--- src/design/dsc_pkg.sv ---
package dsc_pkg;

  localparam int CNT_W   = 6;
  localparam int POS_W   = 10;
  localparam int PW_DEPTH = 1024;
  localparam int ACC_W   = 40;
  localparam int Q_DEPTH = 4;
  localparam int Q_AW    = 2;

  typedef enum logic [1:0] {
    REG_MAP_SIZE = 2'd0,
    REG_IN_CH    = 2'd1,
    REG_OUT_CH   = 2'd2,
    REG_FRAC     = 2'd3
  } reg_idx_t;

  typedef enum logic [2:0] {
    CMD_DW_WEIGHT = 3'd0,
    CMD_DW_BIAS   = 3'd1,
    CMD_PW_WEIGHT = 3'd2,
    CMD_PW_BIAS   = 3'd3,
    CMD_SAMPLE    = 3'd4
  } cmd_t;

  typedef enum logic [2:0] {
    BK_IDLE,
    BK_DW,
    BK_DW_DRAIN,
    BK_PW,
    BK_PW_ISSUE
  } bk_state_t;

  typedef struct packed {
    logic [POS_W-1:0] size;
    logic [CNT_W-1:0] nin;
    logic [CNT_W-1:0] nout;
    logic [3:0]       frac;
  } cfg_t;

  typedef struct packed {
    cmd_t             kind;
    logic [9:0]       idx;
    logic [15:0]      val;
    logic [POS_W-1:0] row;
    logic [POS_W-1:0] col;
    logic [CNT_W-1:0] ch;
    logic [1:0]       slot;
    logic             fire;
  } q_entry_t;

endpackage

--- src/design/dsc_queue.sv ---
module dsc_queue (
  input  logic              clk,
  input  logic              rst_n,
  input  logic              push,
  input  dsc_pkg::q_entry_t wdata,
  output logic              full,
  input  logic              pop,
  output logic              valid,
  output dsc_pkg::q_entry_t rdata
);

  dsc_pkg::q_entry_t mem_r [dsc_pkg::Q_DEPTH];
  logic [dsc_pkg::Q_AW-1:0] wp_r, rp_r;
  logic [dsc_pkg::Q_AW:0]   cnt_r;

  assign full  = cnt_r == (dsc_pkg::Q_AW+1)'(dsc_pkg::Q_DEPTH);
  assign valid = cnt_r != '0;
  assign rdata = mem_r[rp_r];

  always_ff @(posedge clk) begin
    if (push) mem_r[wp_r] <= wdata;
  end

  always_ff @(posedge clk) begin
    if (!rst_n) begin
      wp_r  <= '0;
      rp_r  <= '0;
      cnt_r <= '0;
    end else begin
      if (push) wp_r <= wp_r + 1'b1;
      if (pop)  rp_r <= rp_r + 1'b1;
      cnt_r <= cnt_r + (dsc_pkg::Q_AW+1)'(push) - (dsc_pkg::Q_AW+1)'(pop);
    end
  end

endmodule

--- config.mk ---
export PLATFORM = sky130hd
export DESIGN_NAME = dsc_queue
export DESIGN_NICKNAME = d
export VERILOG_FILES = /design/src/design/dsc_pkg.sv /design/src/design/dsc_queue.sv
export SDC_FILE = /design/constraint.sdc
export NUM_CORES = 1
export LEC_CHECK = 0
export ABC_AREA = 1
export BUFFER_PORTS_ARGS = -buffer_cell sky130_fd_sc_hd__buf_2
export CAP_MARGIN = 10
export CORE_UTILIZATION = 40
export DETAILED_ROUTE_END_ITERATION = 10
export PLACE_DENSITY = 0.58
export REMOVE_ABC_BUFFERS = 1
export SYNTH_ARGS = -nofsm -noshare
export SYNTH_HDL_FRONTEND = slang
export SYNTH_SLANG_ARGS = --single-unit
--- constraint.sdc ---
create_clock -name clk -period 3.2 [get_ports clk]
set_clock_uncertainty 0.2 [all_clocks]
set_input_delay 0.64 -clock clk [delete_from_list [all_inputs] [get_ports clk]]
set_output_delay 0.64 -clock clk [all_outputs]
set_load 0.005 [all_outputs]
; After elaboration in Yosys (flattened, before gate mapping)
; Memory sizes are Yosys's and may differ from the RTL's. A register that Yosys moved wholly into a read port is not among the register bits.
; Index checks and enable logic that the tools add are counted.
[op_classes]
addsub = 4
eq_ne = 1
mux = 4
reduce_logical = 1
[ops]
columns = op, n
row1 = $add 2x1->2 const B, 2
row2 = $mux 2, 2
row3 = $add 3x1->3, 1
row4 = $eq 3x3->1 const B, 1
row5 = $reduce_bool 3->1, 1
row6 = $sub 3x1->3, 1
row7 = $mux 1, 2
[word_totals]
regBits = 7
ramBits = 232
input_bits = 62
mem_count = 1
[memory_table]
columns = memory, depth, word_bits, rd, rd_clocked_by_memory_dff, wr, line
row1 = mem_r, 4, 58, 1, 1, 1, dsc_queue.sv:12  ; dsc_pkg::q_entry_t mem_r [dsc_pkg::Q_DEPTH];

; Longest topological paths before layout
[logic_depth]
depth_word = 3
depth_mapped = 9

; Least setup slack after synthesis
; No wires, ideal clock.
[synth_path]
path_kind = input to register
from = input port push
to = memory mem_r[2][0] (netlist name), enable pin
arrival_ns = 1.804
setup_slack_ns = 0.784
path_stages = 2
path_buffers = 0
path_cell_list = nand2_1 > inv_1
[synth_between]
elab_chain_len = 2
[synth_lines]
columns = item, line
row1 = start: declaration, dsc_queue.sv:4  ; input logic push,
row2 = $mux 1, dsc_queue.sv:21  ; if (push) mem_r[wp_r] <= wdata;
row3 = $mux 1 (implied by the code), dsc_queue.sv:21
row4 = end: declaration, dsc_queue.sv:12
; Every way passes these cells.

==> run metrics <==
register bit total from synthesis=241; Ys Warns=0; Antenna Violating Nets Remaining=0; first-pass GRT wire length=26230 um; Cell Int Power=5.613 mW; Rel. slew slack=62.09%; Clk pwr share=40.7%; post-DP HPWL=9583 um; fin crit period=2729 ps; Layout Nets=924; Sink Count=241; worst ir drop on vdd=435.4 uV; CTS buffer count=26; vias=5517; count of input and output buffers=121; final setup fails=0; most frequent cell after synthesis=edfxtp_1; hold crit path type=primary input to flip-flop; clock root buffer=clkbuf_16; Fin. Hold Viols=0; global-route usage over all layers=13.82%; Crit Path Max Fanout=45; Cells after DPL=1146; num rows=56; status=finished, final reports clean; Reg power frac=51.0%; worst slew pin tran=568.6 ps; 1st-iter DRT viols=319; Seq/Total Area, Yosys=74.67%; htree depth=1; core area=23470 sq um; cell area after synthesis=9572 sq um; top cell type's share of synthesized area=72.78%; DRC viols=0; area growth from synthesis to layout=18.20%; cts hold-fix bufs=0; drt via density=4.617; Post-Route WL=17090 um; Worst-path clk slew=60 ps; FF-to-FF path depth=9; Critical Path Sink Type=output port; async set or reset register ratio after synthesis=0%; multi-input logic area=1653 sq um; Fmax=366.4 MHz; Setup Fix Bufs, Post-CTS=0; number of synthesized flops with an enable pin=232; dominant cell type by area after synthesis=edfxtp_1; Routability Congestion=0.6742; DR pass1 iterations=4; CP Launch Type=flip-flop; initial antenna violation count=2; Die X=156.7 um; non-filler cells, final=1195; max_cap viols=0; FILL cells=2091; Psw=1.553 mW; RSZ-0062 raised after global routing=no; PostCTS Resize Cnt=0; Final period util=85.29%; grt ovf=0; TritonCTS clock tree=done; die area=24550 sq um; Comb pwr share=8.2%; signal arrival time at the worst endpoint=1890 ps; vias in the first global route=5084; PwrDens=633.4 nW/um^2; Initial Utilization=40.78%; register area=7154 sq um; Final Util=48.20%; Crit Path Class=flip-flop to output port; ys flop type=edfxtp_1; Avg WL per Cell=14.30 um; Area contributors post-synth=edfxtp_1 (73%), inv_1 (5.2%), nand2_1 (4.9%); Top Ports=122; synthesized instance count=733; Max clock buf depth=3; chip height=156.7 um; sw frac=21.67%; layout cells sized above 1=20.00%; largest net degree at the start of global routing=121; CP Data Required Time=2360 ps; Post-synth top cells=edfxtp_1 (232), inv_1 (132), nand2_1 (126); post-synth cell types=18; insertion delay to the later sink of the worst-skew pair=510 ps; Synth Area per Inst=13.06 sq um; max-slew violations=0; P_leak=4.427 nW; Hold Path Depth=1
-- logic make-up (layout without fill, tap and decap cells) --
group / Yosys count / count (layout) / synth area share (%)
AOI/OAI and AO/OA: 184 / 184 / 11.14
and+or+nand+nor: 130 / 130 / 5.137
other: 0 / 1 / 0
adders and majority gates: 7 / 7 / 0.9935
DFF: 241 / 241 / 74.67
buffers and inverters: 171 / 313 / 8.065
-- layer usage --
layer | share of wire [%] | wire length [um] | global-route usage, % | vias to the layer above
met5 | 0.076 | 13 | 0 | -
met4 | 1.2 | 210 | 3.501 | 2
met3 | 7.4 | 1259 | 4.431 | 28
met2 | 46 | 7936 | 23.04 | 122
met1 | 45 | 7673 | 17.36 | 2576
li1 | - | - | - | 2789
-- power by group through the flow --
stage	clock network [mW]	logic, mW	registers, mW
finish	2.92	0.590	3.66
detailed placement	0	0.604	3.72
floorplan	0	0.280	3.76
global placement	0	0.594	3.72
global route	3.11	0.677	3.67
CTS	3.01	0.606	3.66
-- worst paths after layout --
| check | to | slack (ps) | start |
|---|---|---|---|
| max | rdata[54] | 470 | flip-flop |
| min | mem_r[0][24] | 140 | wdata[24] |
| max reg2reg | cnt_r[2] | 1430 | cnt_r[0] |
| min reg2reg | flip-flop | 260 | rp_r[1] |
-- state kept, by name (all words and copies together) (netlist names), named ones only --
name / count
mem_r: 232
cnt_r: 3
rp_r: 2
wp_r: 2
-- worst max-delay path, stage by stage, from the launching register on --
cell	delay [ps]
dfxtp_4	720
buf_4	310
a21oi_1	60
o21ai_0	80
nand2_1	70
buf_2	130
-- final cells by class --
cell class / count / area share [%]
Antenna cell: 1 / 0.02212
Clock buffer: 32 / 6.138
Inverter: 132 / 4.380
Sequential cell: 241 / 63.24
Multi-Input combinational cell: 321 / 14.61
Clock inverter: 16 / 1.382
Timing Repair Buffer: 133 / 6.702
Tap cell: 319 / 3.528
-- cells in the final DEF, fill, tap and decap left out, types with 2 or more instances in the layout --
master     Yosys  final
dfxtp_1        9      7
o21ai_0       46     46
buf_12         0      5
bufinv_16      0      3
nand3_1        2      2
clkbuf_1       6      5
edfxtp_1     232    232
buf_4          8      7
nand2_1      126    126
o21ai_1       16     16
clkinv_1       0      7
o211ai_1      58     58
dfxtp_4        0      2
clkinv_2       0      3
clkbuf_16      0     27
buf_2          9    121
inv_2          0      4
inv_1        132    128
a21oi_1       64     64
ha_1           6      6
-- through the flow --
step | hold slack, ps | setup TNS [ps] | power, mW | cell area [sq um] | worst slack (ps)
after floorplan | 235.6 | -115020 | 4.042 | 9295 | -2002
after global placement | 245.7 | 0 | 4.316 | 10460 | 989.3
after detailed placement | 245.3 | 0 | 4.329 | 10460 | 972.3
after CTS | 110.4 | 0 | 7.269 | 11310 | 415.9
after global routing | 112.5 | 0 | 7.459 | 11310 | 317.0
final | 142.4 | 0 | 7.166 | 11310 | 470.8
Note: power is estimated with default switching activity, not from simulation.
