`src/design/dsc_pkg.sv`:
```
package dsc_pkg;

  localparam int CNT_W   = 6;
  localparam int POS_W   = 10;
  localparam int PW_DEPTH = 1024;
  localparam int ACC_W   = 40;
  localparam int Q_DEPTH = 4;
  localparam int Q_AW    = 2;

  typedef enum logic [1:0] {
    REG_MAP_SIZE = 2'd0,
    REG_IN_CH    = 2'd1,
    REG_OUT_CH   = 2'd2,
    REG_FRAC     = 2'd3
  } reg_idx_t;

  typedef enum logic [2:0] {
    CMD_DW_WEIGHT = 3'd0,
    CMD_DW_BIAS   = 3'd1,
    CMD_PW_WEIGHT = 3'd2,
    CMD_PW_BIAS   = 3'd3,
    CMD_SAMPLE    = 3'd4
  } cmd_t;

  typedef enum logic [2:0] {
    BK_IDLE,
    BK_DW,
    BK_DW_DRAIN,
    BK_PW,
    BK_PW_ISSUE
  } bk_state_t;

  typedef struct packed {
    logic [POS_W-1:0] size;
    logic [CNT_W-1:0] nin;
    logic [CNT_W-1:0] nout;
    logic [3:0]       frac;
  } cfg_t;

  typedef struct packed {
    cmd_t             kind;
    logic [9:0]       idx;
    logic [15:0]      val;
    logic [POS_W-1:0] row;
    logic [POS_W-1:0] col;
    logic [CNT_W-1:0] ch;
    logic [1:0]       slot;
    logic             fire;
  } q_entry_t;

endpackage

```
`src/design/dsc_front.sv`:
```
module dsc_front #(
  parameter int MAX_CHANNELS = 32
) (
  input  logic              clk,
  input  logic              rst_n,
  input  dsc_pkg::cfg_t     cfg,
  input  logic              in_valid,
  output logic              in_ready,
  input  logic [2:0]        in_command,
  input  logic [9:0]        in_table_index,
  input  logic signed [15:0] in_value,
  input  logic              q_full,
  output logic              q_push,
  output dsc_pkg::q_entry_t q_data
);

  logic [dsc_pkg::POS_W-1:0] row_r, col_r, row_nxt, col_nxt, r, c;
  logic [dsc_pkg::CNT_W-1:0] chan_r, chan_nxt, ch;
  logic [1:0] rm3_r, rm3_nxt, rm;
  logic       acc, keep, last_ch;

  assign in_ready = !q_full;
  assign acc      = in_valid && !q_full;

  always_comb begin
    r  = (row_r >= cfg.size) ? '0 : row_r;
    rm = (row_r >= cfg.size) ? 2'd0 : rm3_r;
    c  = (col_r >= cfg.size) ? '0 : col_r;
    ch = (chan_r >= cfg.nin) ? '0 : chan_r;
    last_ch = (ch + 6'd1) >= cfg.nin;

    // drop unknown commands and out-of-range table writes
    case (in_command)
      dsc_pkg::CMD_DW_WEIGHT: keep = int'(in_table_index) < MAX_CHANNELS * 9;
      dsc_pkg::CMD_DW_BIAS,
      dsc_pkg::CMD_PW_BIAS:   keep = int'(in_table_index) < MAX_CHANNELS;
      dsc_pkg::CMD_PW_WEIGHT,
      dsc_pkg::CMD_SAMPLE:    keep = 1'b1;
      default:                keep = 1'b0;
    endcase

    q_push      = acc && keep;
    q_data.kind = dsc_pkg::cmd_t'(in_command);
    q_data.idx  = in_table_index;
    q_data.val  = in_value;
    q_data.row  = r;
    q_data.col  = c;
    q_data.ch   = ch;
    q_data.slot = rm;
    q_data.fire = last_ch && (r >= 10'd2) && (c >= 10'd2) && !r[0] && !c[0];

    row_nxt  = r;
    col_nxt  = c;
    rm3_nxt  = rm;
    chan_nxt = ch + 6'd1;
    if (last_ch) begin
      chan_nxt = '0;
      if ({1'b0, c} + 11'd1 >= {1'b0, cfg.size}) begin
        col_nxt = '0;
        if ({1'b0, r} + 11'd1 >= {1'b0, cfg.size}) begin
          row_nxt = '0;
          rm3_nxt = 2'd0;
        end else begin
          row_nxt = r + 10'd1;
          rm3_nxt = (rm == 2'd2) ? 2'd0 : rm + 2'd1;
        end
      end else begin
        col_nxt = c + 10'd1;
      end
    end
  end

  always_ff @(posedge clk) begin
    if (!rst_n) begin
      row_r  <= '0;
      col_r  <= '0;
      chan_r <= '0;
      rm3_r  <= '0;
    end else if (acc && in_command == dsc_pkg::CMD_SAMPLE) begin
      row_r  <= row_nxt;
      col_r  <= col_nxt;
      chan_r <= chan_nxt;
      rm3_r  <= rm3_nxt;
    end
  end

endmodule

```
`config.mk`:
```
export PLATFORM = sky130hd
export DESIGN_NAME = dsc_front
export DESIGN_NICKNAME = d
export VERILOG_FILES = /design/src/design/dsc_pkg.sv /design/src/design/dsc_front.sv
export SDC_FILE = /design/constraint.sdc
export NUM_CORES = 1
export LEC_CHECK = 0
export ABC_AREA = 1
export BUFFER_PORTS_ARGS = -buffer_cell sky130_fd_sc_hd__clkbuf_2
export CAP_MARGIN = 5
export CORE_MARGIN = 3
export CORE_UTILIZATION = 50
export DETAILED_ROUTE_END_ITERATION = 7
export PLACE_DENSITY = 0.78
export SLEW_MARGIN = 10
export SYNTH_ARGS = -nofsm -noshare
export SYNTH_HDL_FRONTEND = slang
export SYNTH_SLANG_ARGS = --single-unit
```
`constraint.sdc`:
```
create_clock -name clk -period 6.3 [get_ports clk]
set_clock_uncertainty 0.1 [all_clocks]
set_input_delay 0.315 -clock clk [delete_from_list [all_inputs] [get_ports clk]]
set_output_delay 0.315 -clock clk [all_outputs]
set_load 0.005 [all_outputs]
```
# [Word level (Yosys, flattened, before mapping)]
# Index checks and enable logic that the tools add are counted.
[op_classes] n_addsub=6 magnitude_cmp=10 eq_ne=5 mux=15 reduce_logical=13
[op_table] operator="2-to-1 mux 10 bit" count=7
[op_table] operator="adder 10 x 1 -> 11 bit, second input constant" count=2
[op_table] operator=">= comparator 11 x 10 -> 1 bit" count=2
[op_table] operator="adder 10 x 1 -> 10 bit, second input constant" count=2
[op_table] operator=">= comparator 10 bit" count=2
[op_table] operator=">= comparator 10 x 2 -> 1 bit, second input constant" count=2
[op_table] operator=">= comparator 6 bit" count=2
[op_table] operator="2-to-1 mux 6 bit" count=2
[op_table] operator="less-than comparator 10 x 6 -> 1 bit, second input constant" count=1
[op_table] operator="less-than comparator 10 x 9 -> 1 bit, second input constant" count=1
[op_table] operator="2-to-1 mux 2 bit" count=5
[op_table] operator="logical AND 1 bit" count=7
[op_table] operator="adder 6 x 1 -> 6 bit, second input constant" count=1
[op_table] operator="equality test 3 x 2 -> 1 bit, second input constant" count=2
[op_table] operator="OR reduction 2 bit" count=2
[op_table] operator="equality test 3 x 1 -> 1 bit, second input constant" count=1
[op_table] operator="equality test 3 bit, second input constant" count=1
[op_table] operator="zero test 1 bit" count=3
[op_table] operator="zero test 3 bit" count=1
[op_table] operator="one-hot mux 1 bit (3 select lines)" count=1
[op_table] operator="adder 2 x 1 -> 2 bit, second input constant" count=1
[op_table] operator="equality test 2 bit, second input constant" count=1
[totals] regBits=28 word_cells=53

# [Longest topological paths before layout]
[logic_depth] ltp_word=8 depth_mapped=31 mapped_depth_nobuf=29

# [Least setup slack after synthesis]
# OpenSTA, ideal clock, no wires.
[synth_timing] path_type="register to register" startpoint="register row_r[0] in the netlist's numbering" endpoint="register row_r[8] in the netlist's numbering" t_arrival_ns=3.754 slack_ns=2.376 stages_incl_launch_ff=32 n_path_buf=2 period_less_slack_ns=3.924 cell_sequence="dfxtp_1 -> inv_1 -> ha_1 -> inv_1 -> nand2_1 -> a21oi_1 -> nor2_2 -> nor2_2 -> nand2_4 -> buf_12 -> inv_6 -> nand2_4 -> inv_2 -> ha_1 -> nand4_1 -> nor2_1 -> nand3_1 -> xor2_1 -> inv_2 -> ha_1 -> nand2_1 -> nor2_1 -> nor2_1 -> nand3_1 -> nand2_1 -> nand3b_1 -> a21boi_0 -> nand2_2 -> nor2_2 -> buf_6 -> nand2_1 -> a21oi_1"
[synth_lines] item="start: declaration" line="dsc_front.sv:17" text="logic [dsc_pkg::POS_W-1:0] row_r, col_r, row_nxt, col_nxt, r, c;"
[synth_lines] item="start signal: assignment" line="dsc_front.sv:80" text="row_r <= row_nxt;"

# [Final worst setup path]
[layout_timing] startpoint="register col_r[0] in the netlist's numbering" endpoint="register row_r[3] in the netlist's numbering"
[layout_between] elab_chain_len=6
[layout_lines] item="start: declaration" line="dsc_front.sv:17"
[layout_lines] item="start signal: assignment" line="dsc_front.sv:81" text="col_r <= col_nxt;"
[layout_lines] item=">= comparator 10 bit" line="dsc_front.sv:28" text="c = (col_r >= cfg.size) ? '0 : col_r;"
[layout_lines] item="2-to-1 mux 10 bit (*)" line="dsc_front.sv:28"
[layout_lines] item="adder 10 x 1 -> 11 bit (*)" line="dsc_front.sv:58" text="if ({1'b0, c} + 11'd1 >= {1'b0, cfg.size}) begin"
[layout_lines] item=">= comparator 11 x 10 -> 1 bit (*)" line="dsc_front.sv:58"
[layout_lines] item="2-to-1 mux 10 bit (*)" line="dsc_front.sv:58"
[layout_lines] item="2-to-1 mux 10 bit (*)" line="dsc_front.sv:56" text="if (last_ch) begin"
# Mark *: on every way between the ends. The rest lies on a longest branch, timed or not.
# A chain may end at the register's enable or synchronous reset.

==> summary.txt <==
hpwl dp - 7400 um
Final Hold Fails - 0
CP delay by family, top - simple AND/OR/NAND/NOR gates
CP startpoint kind - register
Overflow after GRT - 0
Crit path buffers/inverters - 3
Die Wd - 91.4 um
Final TNS setup - 0 ps
multi-input logic area - 2450 um2
max cap viols - 0
Reg area - 561 um2
CP max FO - 13
Worst path slowest cell - nor2_2
Post-DP Area - 3810 um2
arrival time worst endpoint - 4960 ps
Hold Path Origin - rst_n
Final Cycle Share - 0.768
maximum clock rate - 0.207 GHz
Setup CP Type - register to register
global-route wire length before repair - 15,200 um
Pwr Density - 104 nW/um2
Worst Setup SP - col_r[0]
CTS Buf Count - 3
mux contribution to synthesized area - 0
Finished Cell Area - 3890 um2
ANT nets after route - 0
root buf cell - clkbuf_8
die height - 91.4 um
Layout Nets - 693
WP data required - 6420 ps
Mapped Area - 3650 um2
PostCTS Resize Cnt - 0
PortBufs - 66
register area share after synthesis - 0.154
Post-Syn Instances - 544
outcome - complete, no violations
vias in the first global route - 3,376
Area Growth Syn to Fin - 6.52%
# H-tree levels - 1
largest net degree at the start of global routing - 23
Setup crit end kind - register
RR Startpoint - col_r[0]
RSZ-0062 raised after global routing - false
initial antenna violation count - 0
Die ar. - 8360 um2
worst hold path class - primary input to register
most used cell, CP - nand2_1
clk sink count - 28
I/O pin count - 119
layout cells sized above 1 - 0.210
yosys warns - 0
Reg clk slew, reported paths - 110 ps
diodes inserted - 0
GP Congestion - 0.909
routed via count - 3,590
final WL - 9190 um
crit-path max cell delay - 500 ps
Post-Synth Simple-Gate Area - 0.310
Net Count, Synth - 660
Rows - 30
Avg WL per Cell - 13.7 um
hold_buf cts - 0
Synth Area in Compound Gates - 0.140
clk_lat worst skew - 290 ps
filler cell count - 682
drt via density - 5.34
Initial Util - 0.525
worst slew pin tran - 969 ps
DR pass1 iterations - 4
Netlist cell types - 39
worst vdd ir - 0.0616 mV
leakage - 2.02 nW
Iter 0 DRT Violations - 269
CTS tree - yes
synthesized area per cell - 6.71 um2
Adder-Cell Fraction of Synth Area - 0.195
largest family of logic cells by synthesized area - simple AND/OR/NAND/NOR gates
post-synthesis xor/xnor area fraction - 0.0264
Tot GR Track Use - 0.219
Min Clock Period, post-route - 4840 ps
drc violations - 0
Max Root-Sink Buffers - 2
max-slew violation count - 0
Core Footprint - 6940 um2
Setup Buffers After CTS - 0
Yosys reg bits - 28
final setup vio count - 0
Relative slew margins - 0.351
-- cell type report --
| class | count | share of cell area |
|---|---|---|
| multi-input cells | 386 | 0.631 |
| well taps | 96 | 0.0309 |
| flip-flops and latches | 28 | 0.144 |
| clock inverters | 1 | 0.00773 |
| clock buffers | 3 | 0.0106 |
| inverters | 92 | 0.0901 |
| repair buffers | 66 | 0.0850 |
-- per-stage QoR --
step / power (mW) / cells / setup slack (ps) / utilization / hold slack [ps]
2_1_floorplan: 0.248 / 544 / 2380 / - / 353
3_3_place_gp: 0.257 / 668 / 1530 / 0.549 / 370
3_5_place_dp: 0.261 / 668 / 1440 / 0.549 / 389
4_1_cts: 0.409 / 672 / 1520 / 0.560 / 341
5_1_grt: 0.428 / 672 / 979 / 0.560 / 358
6_report: 0.406 / 672 / 1460 / 0.560 / 357
-- layer usage --
metal	wire (um)	track usage	up-vias	share of wire
li1	-	-	1809	-
met1	4130	0.284	1638	0.45
met2	4380	0.376	126	0.48
met3	491	0.0224	17	0.053
met4	196	0.0741	0	0.021
met5	0	0	-	0
-- registers in the layout, indices dropped and copies added (netlist names) --
signal / count
rm3_r: 2
col_r: 10
chan_r: 6
row_r: 10
-- final timing paths --
path / endpoint / slack [ps] / depth (start not counted)
setup / recovery: row_r[3] / 1460 / 28
hold / removal: row_r[4] / 360 / 3
setup reg to reg: row_r[3] / 1460 / 28
hold reg to reg: chan_r[2] / 400 / 2
-- where the power goes --
group,internal [mW],leakage [nW],switching (mW)
registers,0.179,0.226,0.00220
logic,0.0293,1.76,0.0468
clock network,0.0853,0.0357,0.0637
total,0.293,2.02,0.113
-- cells in the mapped netlist --
library cell  instances  area share
nand2_1              96       0.099
inv_1                80       0.082
a21oi_1              59       0.081
ha_1                 57        0.20
nor2_1               41       0.042
buf_4                29       0.060
dfxtp_1              28        0.15
o21ai_0              21       0.029
nand3_1              20       0.027
nand4_1              15       0.026
nor2_2               13       0.022
nor2_4               12       0.037
inv_2                10       0.010
xor2_1                6       0.014
clkbuf_1              5      0.0051
xnor2_1               5       0.012
nand2_2               4      0.0069
nand2_4               4       0.012
nor4_1                4      0.0069
o21a_1                4      0.0082
o21ai_1               4      0.0055
and2_1                3      0.0051
nand3_2               3      0.0082
o211ai_1              3      0.0062
buf_6                 2      0.0062
nor3_1                2      0.0027
nor3_2                2      0.0055
a21boi_0              1      0.0021
a21o_1                1      0.0021
a311oi_1              1      0.0024
and3_1                1      0.0017
buf_12                1      0.0055
buf_2                 1      0.0014
clkinv_1              1      0.0010
inv_6                 1      0.0024
nand3b_1              1      0.0021
nor2_8                1      0.0055
o21ai_2               1      0.0024
o22ai_1               1      0.0017
-- cells by family (layout without fill, tap and decap cells) --
group | Yosys count | in the layout
XOR/XNOR | 11 | 11
adder cells (fa/ha/maj) | 57 | 57
flip-flops | 28 | 28
buffers and inverters | 130 | 162
AO/OA/AOI/OAI | 96 | 96
AND/OR/NAND/NOR | 222 | 222
-- cells in the final DEF, fill, tap and decap left out, types with 4 or more instances in the layout --
cell type | Yosys | layout
nand2_1 | 96 | 96
inv_1 | 80 | 80
clkbuf_2 | 0 | 66
a21oi_1 | 59 | 59
ha_1 | 57 | 57
nor2_1 | 41 | 41
dfxtp_1 | 28 | 28
o21ai_0 | 21 | 21
nand3_1 | 20 | 20
nand4_1 | 15 | 15
nor2_2 | 13 | 13
nor2_4 | 12 | 12
inv_2 | 10 | 10
xor2_1 | 6 | 6
xnor2_1 | 5 | 5
nand2_4 | 4 | 4
nand2_2 | 4 | 4
o21ai_1 | 4 | 4
o21a_1 | 4 | 4
nor4_1 | 4 | 4
-- tightest hold or removal path, cell delays in order --
cell,delay (ps)
clkbuf_2,220
o21ai_0,130
a21oi_1,40
No activity file was read; power rests on OpenSTA's default activity.
