[config.mk]
export PLATFORM = sky130hd
export DESIGN_NAME = dsc_cfg
export DESIGN_NICKNAME = d
export VERILOG_FILES = /design/src/design/dsc_pkg.sv /design/src/design/dsc_cfg.sv
export SDC_FILE = /design/constraint.sdc
export NUM_CORES = 1
export LEC_CHECK = 0
export ABC_AREA = 1
export ABC_CLOCK_PERIOD_IN_PS = 2900
export BUFFER_PORTS_ARGS = -buffer_cell sky130_fd_sc_hd__buf_4
export CORE_MARGIN = 2
export CORE_UTILIZATION = 46
export DETAILED_ROUTE_END_ITERATION = 12
export PLACE_DENSITY = 0.82
export SLEW_MARGIN = 20
export SYNTH_ARGS = -nofsm -noshare
export SYNTH_HDL_FRONTEND = slang
export SYNTH_SLANG_ARGS = --single-unit
[constraint.sdc]
create_clock -name clk -period 2.9 [get_ports clk]
set_clock_uncertainty 0.1 [all_clocks]
set_input_delay 0.435 -clock clk [delete_from_list [all_inputs] [get_ports clk]]
set_output_delay 0.435 -clock clk [all_outputs]
set_load 0.02 [all_outputs]
[src/design/dsc_pkg.sv]
package dsc_pkg;

  localparam int CNT_W   = 6;
  localparam int POS_W   = 10;
  localparam int PW_DEPTH = 1024;
  localparam int ACC_W   = 40;
  localparam int Q_DEPTH = 4;
  localparam int Q_AW    = 2;

  typedef enum logic [1:0] {
    REG_MAP_SIZE = 2'd0,
    REG_IN_CH    = 2'd1,
    REG_OUT_CH   = 2'd2,
    REG_FRAC     = 2'd3
  } reg_idx_t;

  typedef enum logic [2:0] {
    CMD_DW_WEIGHT = 3'd0,
    CMD_DW_BIAS   = 3'd1,
    CMD_PW_WEIGHT = 3'd2,
    CMD_PW_BIAS   = 3'd3,
    CMD_SAMPLE    = 3'd4
  } cmd_t;

  typedef enum logic [2:0] {
    BK_IDLE,
    BK_DW,
    BK_DW_DRAIN,
    BK_PW,
    BK_PW_ISSUE
  } bk_state_t;

  typedef struct packed {
    logic [POS_W-1:0] size;
    logic [CNT_W-1:0] nin;
    logic [CNT_W-1:0] nout;
    logic [3:0]       frac;
  } cfg_t;

  typedef struct packed {
    cmd_t             kind;
    logic [9:0]       idx;
    logic [15:0]      val;
    logic [POS_W-1:0] row;
    logic [POS_W-1:0] col;
    logic [CNT_W-1:0] ch;
    logic [1:0]       slot;
    logic             fire;
  } q_entry_t;

endpackage

[src/design/dsc_cfg.sv]
module dsc_cfg #(
  parameter int MAX_MAP_SIZE = 512,
  parameter int MAX_CHANNELS = 32
) (
  input  logic          clk,
  input  logic          rst_n,
  input  logic          psel,
  input  logic          penable,
  input  logic          pwrite,
  input  logic [3:0]    paddr,
  input  logic [31:0]   pwdata,
  output logic [31:0]   prdata,
  output dsc_pkg::cfg_t cfg
);

  localparam int CH_LIM = (MAX_CHANNELS < 32) ? MAX_CHANNELS : 32;

  logic [9:0] map_r;
  logic [5:0] nin_r;
  logic [5:0] nout_r;
  logic [3:0] frac_r;
  dsc_pkg::reg_idx_t sel;

  assign sel = dsc_pkg::reg_idx_t'(paddr[3:2]);

  always_ff @(posedge clk) begin
    if (!rst_n) begin
      map_r  <= 10'd257;
      nin_r  <= 6'd16;
      nout_r <= 6'd16;
      frac_r <= 4'd8;
    end else if (psel && penable && pwrite) begin
      case (sel)
        dsc_pkg::REG_MAP_SIZE: map_r  <= pwdata[9:0];
        dsc_pkg::REG_IN_CH:    nin_r  <= pwdata[5:0];
        dsc_pkg::REG_OUT_CH:   nout_r <= pwdata[5:0];
        dsc_pkg::REG_FRAC:     frac_r <= pwdata[3:0];
        default: ;
      endcase
    end
  end

  always_comb begin
    case (sel)
      dsc_pkg::REG_MAP_SIZE: prdata = {22'd0, map_r};
      dsc_pkg::REG_IN_CH:    prdata = {26'd0, nin_r};
      dsc_pkg::REG_OUT_CH:   prdata = {26'd0, nout_r};
      dsc_pkg::REG_FRAC:     prdata = {28'd0, frac_r};
      default:               prdata = 32'd0;
    endcase
  end

  always_comb begin
    if (map_r < 10'd3) cfg.size = 10'd3;
    else if (int'(map_r) > MAX_MAP_SIZE) cfg.size = 10'(MAX_MAP_SIZE);
    else cfg.size = map_r;
    if (nin_r == 6'd0) cfg.nin = 6'd1;
    else if (int'(nin_r) > CH_LIM) cfg.nin = 6'(CH_LIM);
    else cfg.nin = nin_r;
    if (nout_r == 6'd0) cfg.nout = 6'd1;
    else if (int'(nout_r) > CH_LIM) cfg.nout = 6'(CH_LIM);
    else cfg.nout = nout_r;
    cfg.frac = frac_r;
  end

endmodule

Word level (Yosys, flattened, before mapping)
Index checks and enable logic that the tools add are counted.

Output and inout port bits: 58. Register bits: 26. Bits of input ports: 41. Logic and storage cells: 27.

Equal/unequal tests: 3. Reductions and logical operators: 9. Multiplexer cells: 7. Magnitude comparators: 4.

Operator list (number): 32-bit case mux with 4 select lines (1); 6-bit 2-to-1 mux (4); 10-bit 2-to-1 mux (2); 6-bit greater-than comparator (second input constant) (2); 6-bit zero test (2); 10-bit greater-than comparator (second input constant) (1); 10-bit by 2-bit less-than comparator with 1-bit output (second input constant) (1); 2-bit AND reduction (4); 2-bit equality test (second input constant) (2); 2-bit by 1-bit equality test with 1-bit output (second input constant) (1); 1-bit logical AND (2); 2-bit zero test (1).

Depth between registers and ports, before layout
Gate-level depths: netlist (run 1).

Depth in word-level cells: 3. Depth in mapped cells: 6. Depth with buffers taken out: 6.

Worst setup path before layout (run 1)
Ideal clock, no wire load.

Path type: register to output. Start point: register map_r[3]. End point: output cfg[18] in the netlist's numbering. Slack: 1.304 ns. Stages on the path, launching flop included: 6. Arrival time: 1.061 ns. Path buffers: 0. Data required time: 2.365 ns. Cell sequence: dfxtp_1 > nor2_1 > nand2_1 > nor2_1 > nand2_1 > a21oi_1.

RTL lines: start: declaration (RTL line dsc_cfg.sv:18) `logic [9:0] map_r;`; start signal: assignment (RTL line dsc_cfg.sv:34) `dsc_pkg::REG_MAP_SIZE: map_r <= pwdata[9:0];`; end: declaration (RTL line dsc_cfg.sv:13) `output dsc_pkg::cfg_t cfg`.

==> results of run 1 <==
worst min-delay path: cells and delay by family:
family	cells	cell delay (ns)
buf+inv	1	0.08
compound gates	1	0.06
simple gates	1	0.04
layer usage:
layer / global-route usage, % / wire length, µm / vias up
met2: 32.58 / 1804 / 78
met4: 6.667 / 48 / 0
met5: 0 / 0 / -
li1: - / - / 785
met1: 25.28 / 1602 / 692
met3: 2.143 / 337 / 8
worst max path at each step:
stage | to | slack (ns)
after detailed placement | prdata[4] | 1.09
after floorplan | cfg[18] | 1.30
after CTS | cfg[18] | 0.86
after global routing | cfg[18] | 0.77
final | cfg[16] | 0.87
after global placement | prdata[5] | 1.10
per-stage QoR:
step	worst slack, ns	power [mW]	instance area, µm²	std cells	hold slack, ns
final	0.8742	0.7658	1971	330	0.2259
after CTS	0.8649	0.7718	1971	330	0.2220
after global routing	0.7680	0.8003	1971	330	0.2044
after global placement	1.100	0.5241	1918	326	0.3782
after detailed placement	1.092	0.5256	1918	326	0.3814
after floorplan	1.304	0.4936	1688	257	0.3719
cells by family (layout without fill, tap and decap cells):
| logic type | after synthesis | after routing | share of synthesized area, % |
|---|---|---|---|
| simple gates | 111 | 111 | 32.50 |
| buf+inv | 61 | 88 | 21.00 |
| other cells | 1 | 22 | 0.2331 |
| compound gates | 37 | 37 | 13.92 |
| flops | 26 | 26 | 32.35 |
registers in the layout, summed over array words and instances, names as in the netlist:
name	flops
frac_r	4
nout_r	6
nin_r	6
map_r	10
power breakdown:
part	leakage (nW)	internal (mW)	switching, mW
Combinational	0.754	0.0483	0.0975
Sequential	0.211	0.365	0.00797
Clock	0.0279	0.140	0.107
Total	0.993	0.553	0.213
placed cells by master (no fill, tap or decap), types with 5 or more instances in the layout:
cell type  count
o21ai_0       16
conb_1        22
o211ai_1       5
nand2_1       34
buf_4         52
nor2_2         6
inv_2          5
o21ai_2        6
inv_1         27
nor2_1        55
dfxtp_1       26
a21oi_1        8
nand4_1        6
final cells by class:
| cell class | count | area (µm²) |
|---|---|---|
| clock buffer | 3 | 22.52 |
| clock inverter | 1 | 30.03 |
| fill | 325 | 1366 |
| inverter | 32 | 120.1 |
| multi-input combinational | 170 | 829.5 |
| sequential | 26 | 520.5 |
| tap | 46 | 57.56 |
| timing repair buffer | 52 | 390.4 |
==> results.md, run 1 <==
* Reg-to-reg critical path startpoint: map_r[9]
* CP Buf/Inv Count at 1
* Total grt overflow at 0
* Hold Crit Depth at 3
* Crit path DAT at 1.49 ns
* IO Port Bufs at 52
* R2R Path End: map_r[9]
* Number of global-route vias before repair at 1362
* Largest net degree at the start of global routing at 27
* Final Max Tran Viols at 0
* Die H at 63.15 µm
* Core Area at 3337 µm²
* Crit. Startpoint: map_r[9]
* Antenna violations before repair at 0
* Setup TNS at 0 ns
* Mapped Cells at 236
* Hold Crit Class: in2reg
* Unrepaired setup endpoints after global routing: false
* Routed vias at 1563
* Crit-path slowest cell: dfxtp_1
* Pleak at 0.9929 nW
* Worst-path cell chain: nor2_1 -> nand3_1 -> o21ai_0 -> buf_4
* Post-synth ARST share at 0%
* Post-synth top area share at 32.35%
* Maximum fanout along the worst path at 13
* CTS buffer count at 3
* Post-synth EDFFs at 0
* Reg2Reg Setup Slack at 1.94 ns
* Register clock-pin slew on the reported worst setup and hold paths at 0.14 ns
* Die span in x at 63.15 µm
* Most frequent cell after synthesis: nor2_1
* Synth Register Bits at 26
* Synth area leaders: dfxtp_1 (32%), nor2_1 (13%), buf_4 (10%)
* # hold bufs at CTS at 0
* Hold Startpoint: pwdata[8]
* Sequential area share after synthesis at 32.35%
* DRT iter0 DRCs at 51
* Top cell type by total area after synthesis: dfxtp_1
* Status: finished clean
* Share of layout cells above drive strength 1 at 28.52%
* Hold Path End: map_r[8]
* Fin crit period at 2.026 ns
* Synth warn at 0
* WP data required at 2.37 ns
* IO Pins at 99
* First-pass GRT wire length at 6210 µm
* H-tree level count at 1
* Setup bufs post-CTS at 0
* Primary FF master, synth: dfxtp_1
* Clock buffer depth at 2
* Critical Path Max Stage Delay at 0.62 ns
* Placement Rows at 21
* Routability Congestion at 0.8808
* Critical path depth in cells at 4
* Library cells used by synthesis at 25
* Residual DRC count at 0
* Die area at 3987 µm²
* Vias per cell at 4.736
* CTS-repair resized insts at 0
* # diodes at 0
* Final net count at 326
* Mean post-synth cell area at 6.818 µm²
* Cell family with the largest share of critical-path delay: flip-flops
* Tcrit/Tclk final at 69.86%
* Critical Path End Type: output port
* DRT Pass-1 Iters at 4
* Top post-synthesis cells by count: nor2_1 (55), nand2_1 (34), inv_1 (27)
* Clk Latency, worst-skew pair at 0.31 ns
* Root Buffer: clkbuf_4
* Fmax achieved at 0.4936 GHz
* Initial Utilization at 48.22%
* CTS tree: done
* P&R area growth vs syn at 22.47%
* Final setup violation count at 0
* DP Wirelength at 2868 µm
* Max cap viols at 0
* Final Util at 59.06%
* Detail Route Antenna Nets at 0
* Worst-case reg-to-reg path depth at 2
* WS Path Type: reg2out
* Synth Cell Area at 1609 µm²
* Clk sinks at 26
* Critical Path Start Type: flop
* Wire length per cell at 11.49 µm
* PD cells at 388.6 nW/µm²
* Total wire length at 3792 µm
* Peak VDD IR at 170.0 µV
* Hold Violations, Final at 0
* All-Layer GR Usage at 19.24%
Power figures use the tool's default switching activity.
==> inputs of run 2 (changes only) <==
--- a/config.mk
+++ b/config.mk
@@ -6,12 +6,12 @@
 export NUM_CORES = 1
 export LEC_CHECK = 0
 export ABC_AREA = 1
-export ABC_CLOCK_PERIOD_IN_PS = 2900
+export ABC_CLOCK_PERIOD_IN_PS = 2100
 export BUFFER_PORTS_ARGS = -buffer_cell sky130_fd_sc_hd__buf_4
 export CORE_MARGIN = 2
-export CORE_UTILIZATION = 46
+export CORE_UTILIZATION = 43
 export DETAILED_ROUTE_END_ITERATION = 12
-export PLACE_DENSITY = 0.82
+export PLACE_DENSITY = 0.77
 export SLEW_MARGIN = 20
 export SYNTH_ARGS = -nofsm -noshare
 export SYNTH_HDL_FRONTEND = slang
==> constraint.sdc (replaced) <==
create_clock -name clk -period 2.1 [get_ports clk]
set_clock_uncertainty 0.1 [all_clocks]
set_input_delay 0.315 -clock clk [delete_from_list [all_inputs] [get_ports clk]]
set_output_delay 0.315 -clock clk [all_outputs]
set_load 0.02 [all_outputs]
==> run 2 against run 1 <==
Global-route usage is 0.48 points lower. Sequential power is 38% higher. Non-clock buffer count stayed put. Wire length is 1.6% higher. Sequential cell count stayed put. Worst setup slack worse by 0.65 ns. Register-to-register slack worse by 0.77 ns. Cell count is 0.61% higher.
==> results.md, run 2 (synthesis results as in run 1) <==
* Pleak at 0.9938 nW (about the same)
* Setup TNS at 0 ns (unchanged)
* Register clock-pin slew on the reported worst setup and hold paths at 0.09 ns (-0.05 ns)
* Hold Violations, Final at 0 (unchanged)
* Total grt overflow at 0 (unchanged)
* Crit-path slowest cell: dfxtp_1
* Final Util at 54.37% (-4.7 points)
* Die H at 65.17 µm (+3.2%)
* P&R area growth vs syn at 22.78%
* Worst-case hold slack at 0.1569 ns (-0.06894 ns)
* Wire length per cell at 11.60 µm (+0.97%)
* DRT iter0 DRCs at 88 (+73%)
* First-pass GRT wire length at 6251 µm (+0.66%)
* Critical Path Start Type: flop
* DRT Pass-1 Iters at 4 (unchanged)
* Hold Crit Class: in2reg
* IO Pins at 99 (unchanged)
* Residual DRC count at 0 (unchanged)
* Peak VDD IR at 254.0 µV (+49%)
* Final net count at 326 (unchanged)
* Commonest non-fill, non-tap cell in the layout: nor2_1
* Placement Setup Slack at 0.5453 ns (-0.5468 ns)
* Antenna violations before repair at 0 (unchanged)
* Final non-filler cell total at 332 (+0.61%)
* Number of global-route vias before repair at 1353 (-0.66%)
* Maximum fanout along the worst path at 6 (-7)
* # diodes at 0 (unchanged)
* Clock buffer depth at 2 (unchanged)
* Vias per cell at 4.702 (-0.73%)
* Fmax achieved at 0.5325 GHz
* DP Wirelength at 2945 µm (+2.7%)
* Largest net degree at the start of global routing at 27 (unchanged)
* Detail Route Antenna Nets at 0 (unchanged)
* Most frequent cells in the layout: nor2_1 (55), buf_4 (52), nand2_1 (34), inv_1 (27), dfxtp_1 (26)
* CTS buffer count at 3 (unchanged)
* Dpl cell area at 1921 µm² (+0.13%)
* H-tree level count at 1 (unchanged)
* All-Layer GR Usage at 18.75% (-0.48 points)
* Placement Rows at 22 (+4.8%)
* Crit path DAT at 1.46 ns (-0.03 ns)
* Pwr Total at 1.050 mW (+37%)
* Die span in x at 65.17 µm (+3.2%)
* CTS-repair resized insts at 0 (unchanged)
* Total wire length at 3852 µm (+1.6%)
* Fin crit period at 1.878 ns
* Final Max Tran Viols at 0 (unchanged)
* PD cells at 531.3 nW/µm² (+37%)
* WS Path Type: reg2out
* Final Cell Area at 1976 µm² (+0.25%)
* Clk sinks at 26 (unchanged)
* CTS tree: done
* Final worst setup slack at 0.2222 ns (-0.6519 ns)
* Max reg flops at 10 (unchanged)
* Root Buffer: clkbuf_8
* Inst Count DP at 328 (+0.61%)
* Worst-path cell chain: nor2_1 -> nand2_1 -> nor2_1 -> nand2_1 -> a21oi_1 -> buf_4
* Clk Latency, worst-skew pair at 0.28 ns (-0.03 ns)
* Biggest regs: map_r x10, nin_r x6, nout_r x6
* Tcrit/Tclk final at 89.42%
* Share of layout cells above drive strength 1 at 28.52% (unchanged)
* Routed vias at 1561 (-0.13%)
* IO Port Bufs at 52 (unchanged)
* Status: finished clean
* Core Area at 3633 µm² (+8.9%)
* Critical Path Max Stage Delay at 0.36 ns (-0.26 ns)
* Final setup violation count at 0 (unchanged)
* CP Buf/Inv Count at 1 (unchanged)
* Setup bufs post-CTS at 0 (unchanged)
* Biggest register: map_r
* Critical Path End Type: output port
* Routability Congestion at 0.7982 (-9.4%)
* # hold bufs at CTS at 0 (unchanged)
* Cell family with the largest share of critical-path delay: simple AND/OR/NAND/NOR gates
* Unrepaired setup endpoints after global routing: false
* Die area at 4247 µm² (+6.5%)
* Max cap viols at 0 (unchanged)
* Initial Utilization at 44.28% (-3.9 points)
* WP data required at 1.68 ns (-0.69 ns)
## run 2: changes by cell type in the layout (fill, tap and decap cells not counted), sizes merged
cell / previous run / this run
clkbuf: 3 / 4
bufinv: 1 / 0
## run 2: area by class of cell
class | instances | area (µm²)
fillers | 381 | 1658
flip-flops and latches | 26 | 520.5
repair buffers | 52 | 390.4
clock buffers | 4 | 55.05
inverters | 32 | 120.1
multi-input cells | 170 | 829.5
well taps | 48 | 60.06
## run 2: metal layers
layer  vias up  share of wire [%]  track usage (%)
met5         -                  0                0
met2        60                 47            30.99
li1        788                  -                -
met4         0                1.4            6.250
met1       708                 45            25.40
met3         5                6.2            2.226
## run 2: worst paths after layout
path | startpoint | slack (ns) | cells past startpoint | endpoint
min reg2reg | frac_r[3] | 0.40 | 2 | frac_r[3]
max reg2reg | map_r[9] | 1.17 | 2 | map_r[9]
min | pwdata[8] | 0.16 | 3 | map_r[8]
max | map_r[3] | 0.22 | 6 | cfg[22]
## run 2: worst register-to-register path, stage by stage, from the launching register on
cell     delay (ns)
dfxtp_1        0.58
o21ai_2        0.11
nor2_2         0.08
## run 2: where the power goes
part	total, mW	switching, mW	internal [mW]
clock	0.334	0.166	0.168
sequential	0.514	0.0108	0.504
combinational	0.202	0.135	0.0667
==> inputs of run 3 (changes only) <==
--- a/config.mk
+++ b/config.mk
@@ -8,10 +8,12 @@
 export ABC_AREA = 1
 export ABC_CLOCK_PERIOD_IN_PS = 2100
 export BUFFER_PORTS_ARGS = -buffer_cell sky130_fd_sc_hd__buf_4
+export CELL_PAD_IN_SITES_DETAIL_PLACEMENT = 1
+export CELL_PAD_IN_SITES_GLOBAL_PLACEMENT = 1
 export CORE_MARGIN = 2
-export CORE_UTILIZATION = 43
+export CORE_UTILIZATION = 28
 export DETAILED_ROUTE_END_ITERATION = 12
-export PLACE_DENSITY = 0.77
+export PLACE_DENSITY = 0.89
 export SLEW_MARGIN = 20
 export SYNTH_ARGS = -nofsm -noshare
 export SYNTH_HDL_FRONTEND = slang
==> run 3 against run 2 <==
Sequential share of layout area decreased by 0.39 points. Via count rose by 2.0%. Cell count increased by 7.2%. Largest power group unchanged. Worst setup slack got worse by 0.090 ns. Largest cell class unchanged. Critical endpoint is now cfg[19]. Sequential power about the same. Global-route usage is 3.9 points lower.
==> results.md, run 3 (synthesis results as in run 1) <==
* Core Area at 5540 µm² (+52%)
* # diodes at 0 (unchanged)
* Hold Crit Depth at 3 (unchanged)
* Peak VDD IR at 305.9 µV (+20%)
* Max reg flops at 10 (unchanged)
* IO Port Bufs at 52 (unchanged)
* Hold Crit Class: in2reg
* Vias per cell at 4.475 (-4.8%)
* Final non-filler cell total at 356 (+7.2%)
* CTS-repair resized insts at 0 (unchanged)
* # hold bufs at CTS at 0 (unchanged)
* Status: finished clean
* DRT iter0 DRCs at 100 (+14%)
* CTS buffer count at 3 (unchanged)
* Setup TNS at 0 ns (unchanged)
* Biggest register: map_r
* Wire length per cell at 12.83 µm (+11%)
* Total wire length at 4566 µm (+19%)
* R2R Path End: map_r[9]
* DP Wirelength at 3580 µm (+22%)
* Die area at 6369 µm² (+50%)
* Die H at 79.81 µm (+22%)
* Most frequent cells in the layout: nor2_1 (55), buf_4 (52), nand2_1 (34), inv_1 (27), dfxtp_1 (26)
* Residual DRC count at 0 (unchanged)
* Final setup violation count at 0 (unchanged)
* Hold Violations, Final at 0 (unchanged)
* Final net count at 326 (unchanged)
* Reg-to-reg critical path startpoint: map_r[9]
* PD cells at 522.9 nW/µm² (-1.6%)
* Number of global-route vias before repair at 1545 (+14%)
* Clk Latency, worst-skew pair at 0.27 ns (about the same)
* P&R area growth vs syn at 24.65%
* Detail Route Antenna Nets at 0 (unchanged)
* Setup bufs post-CTS at 0 (unchanged)
* Hold Startpoint: pwdata[8]
* Antenna violations before repair at 0 (unchanged)
* Pleak at 0.9938 nW (unchanged)
* Placement Rows at 27 (+23%)
* Critical Path End Type: output port
* Maximum fanout along the worst path at 6 (unchanged)
* Pwr Total at 1.049 mW (about the same)
* Clock buffer depth at 2 (unchanged)
* Reg2Reg Setup Slack at 1.15 ns (-0.02 ns)
* Initial Utilization at 29.04% (-15 points)
* WP data required at 1.68 ns (about the same)
* DRT Pass-1 Iters at 4 (unchanged)
* Max cap viols at 0 (unchanged)
* Final Max Tran Viols at 0 (unchanged)
* Inst Count DP at 352 (+7.3%)
* Root Buffer: clkbuf_8
* Total grt overflow at 0 (unchanged)
* Fmax achieved at 0.5082 GHz (-4.6%)
* Placement Setup Slack at 0.4660 ns (-0.07928 ns)
* Die span in x at 79.81 µm (+22%)
* Hold Path End: map_r[8]
* Crit path DAT at 1.55 ns (+0.09 ns)
* Biggest regs: map_r x10, nin_r x6, nout_r x6
* Register clock-pin slew on the reported worst setup and hold paths at 0.09 ns (about the same)
* Worst-case reg-to-reg path depth at 2 (unchanged)
* Tcrit/Tclk final at 93.71% (+4.3 points)
* WS Path Type: reg2out
* IO Pins at 99 (unchanged)
* Routed vias at 1593 (+2.0%)
* Largest net degree at the start of global routing at 27 (unchanged)
* All-Layer GR Usage at 14.83% (-3.9 points)
* Unrepaired setup endpoints after global routing: false
* Fin crit period at 1.968 ns (+0.09013 ns)
* Final Util at 36.20% (-18 points)
* H-tree level count at 1 (unchanged)
* Critical Path Start Type: flop
* Commonest non-fill, non-tap cell in the layout: nor2_1
* Final worst setup slack at 0.1321 ns (-0.09013 ns)
* Clk sinks at 26 (unchanged)
* First-pass GRT wire length at 7417 µm (+19%)
* CTS tree: done
* Share of layout cells above drive strength 1 at 28.52% (unchanged)
* Routability Congestion at 0.7754 (-2.9%)
==> run 3: cell counts in the layout (fill, tap and decap cells not counted) <==
Identical to the previous run, type by type.
==> run 3: layer usage <==
metal | GRT usage, % | share of wire [%]
met5 | 0 | 0
met4 | 4.915 | 1.4
met3 | 3.281 | 6.3
met2 | 26.30 | 49
met1 | 17.59 | 43
==> run 3: final cells by class <==
| class | count | area [µm²] |
|---|---|---|
| flip-flops and latches | 26 | 520.5 |
| well taps | 72 | 90.09 |
| repair buffers | 52 | 390.4 |
| fillers | 735 | 3535 |
| inverters | 32 | 120.1 |
| multi-input cells | 170 | 829.5 |
| clock buffers | 4 | 55.05 |
==> run 3: power breakdown <==
group	switching (mW)	internal, mW	leakage, nW	total [mW]
Clock	0.161	0.168	0.0288	0.328
Sequential	0.0109	0.504	0.211	0.514
Combinational	0.139	0.0667	0.754	0.206
==> run 3: per-stage QoR <==
step           hold slack, ns  instance area [µm²]
3_3_place_gp           0.3799                 1951
3_5_place_dp           0.3894                 1951
5_1_grt                0.1636                 2006
2_1_floorplan          0.3412                 1688
4_1_cts                0.1634                 2006
6_report               0.1632                 2006
==> run 3: worst max-delay path by stage <==
stage	start	endpoint	slack [ns]	cells after the start
after global routing	map_r[3]	cfg[19]	0.0005	6
after detailed placement	map_r[3]	cfg[19]	0.47	6
after floorplan	map_r[3]	cfg[18]	0.62	5
after global placement	paddr[2]	prdata[5]	0.52	7
final	map_r[3]	cfg[19]	0.13	6
after CTS	map_r[3]	cfg[19]	0.15	6
==> run 3: worst max-delay path: stages (launching register included) <==
cell     delay [ns]
dfxtp_1        0.37
nor2_1         0.14
nand2_1        0.07
nor2_1         0.14
nand2_1        0.17
a21oi_1        0.21
buf_4          0.17
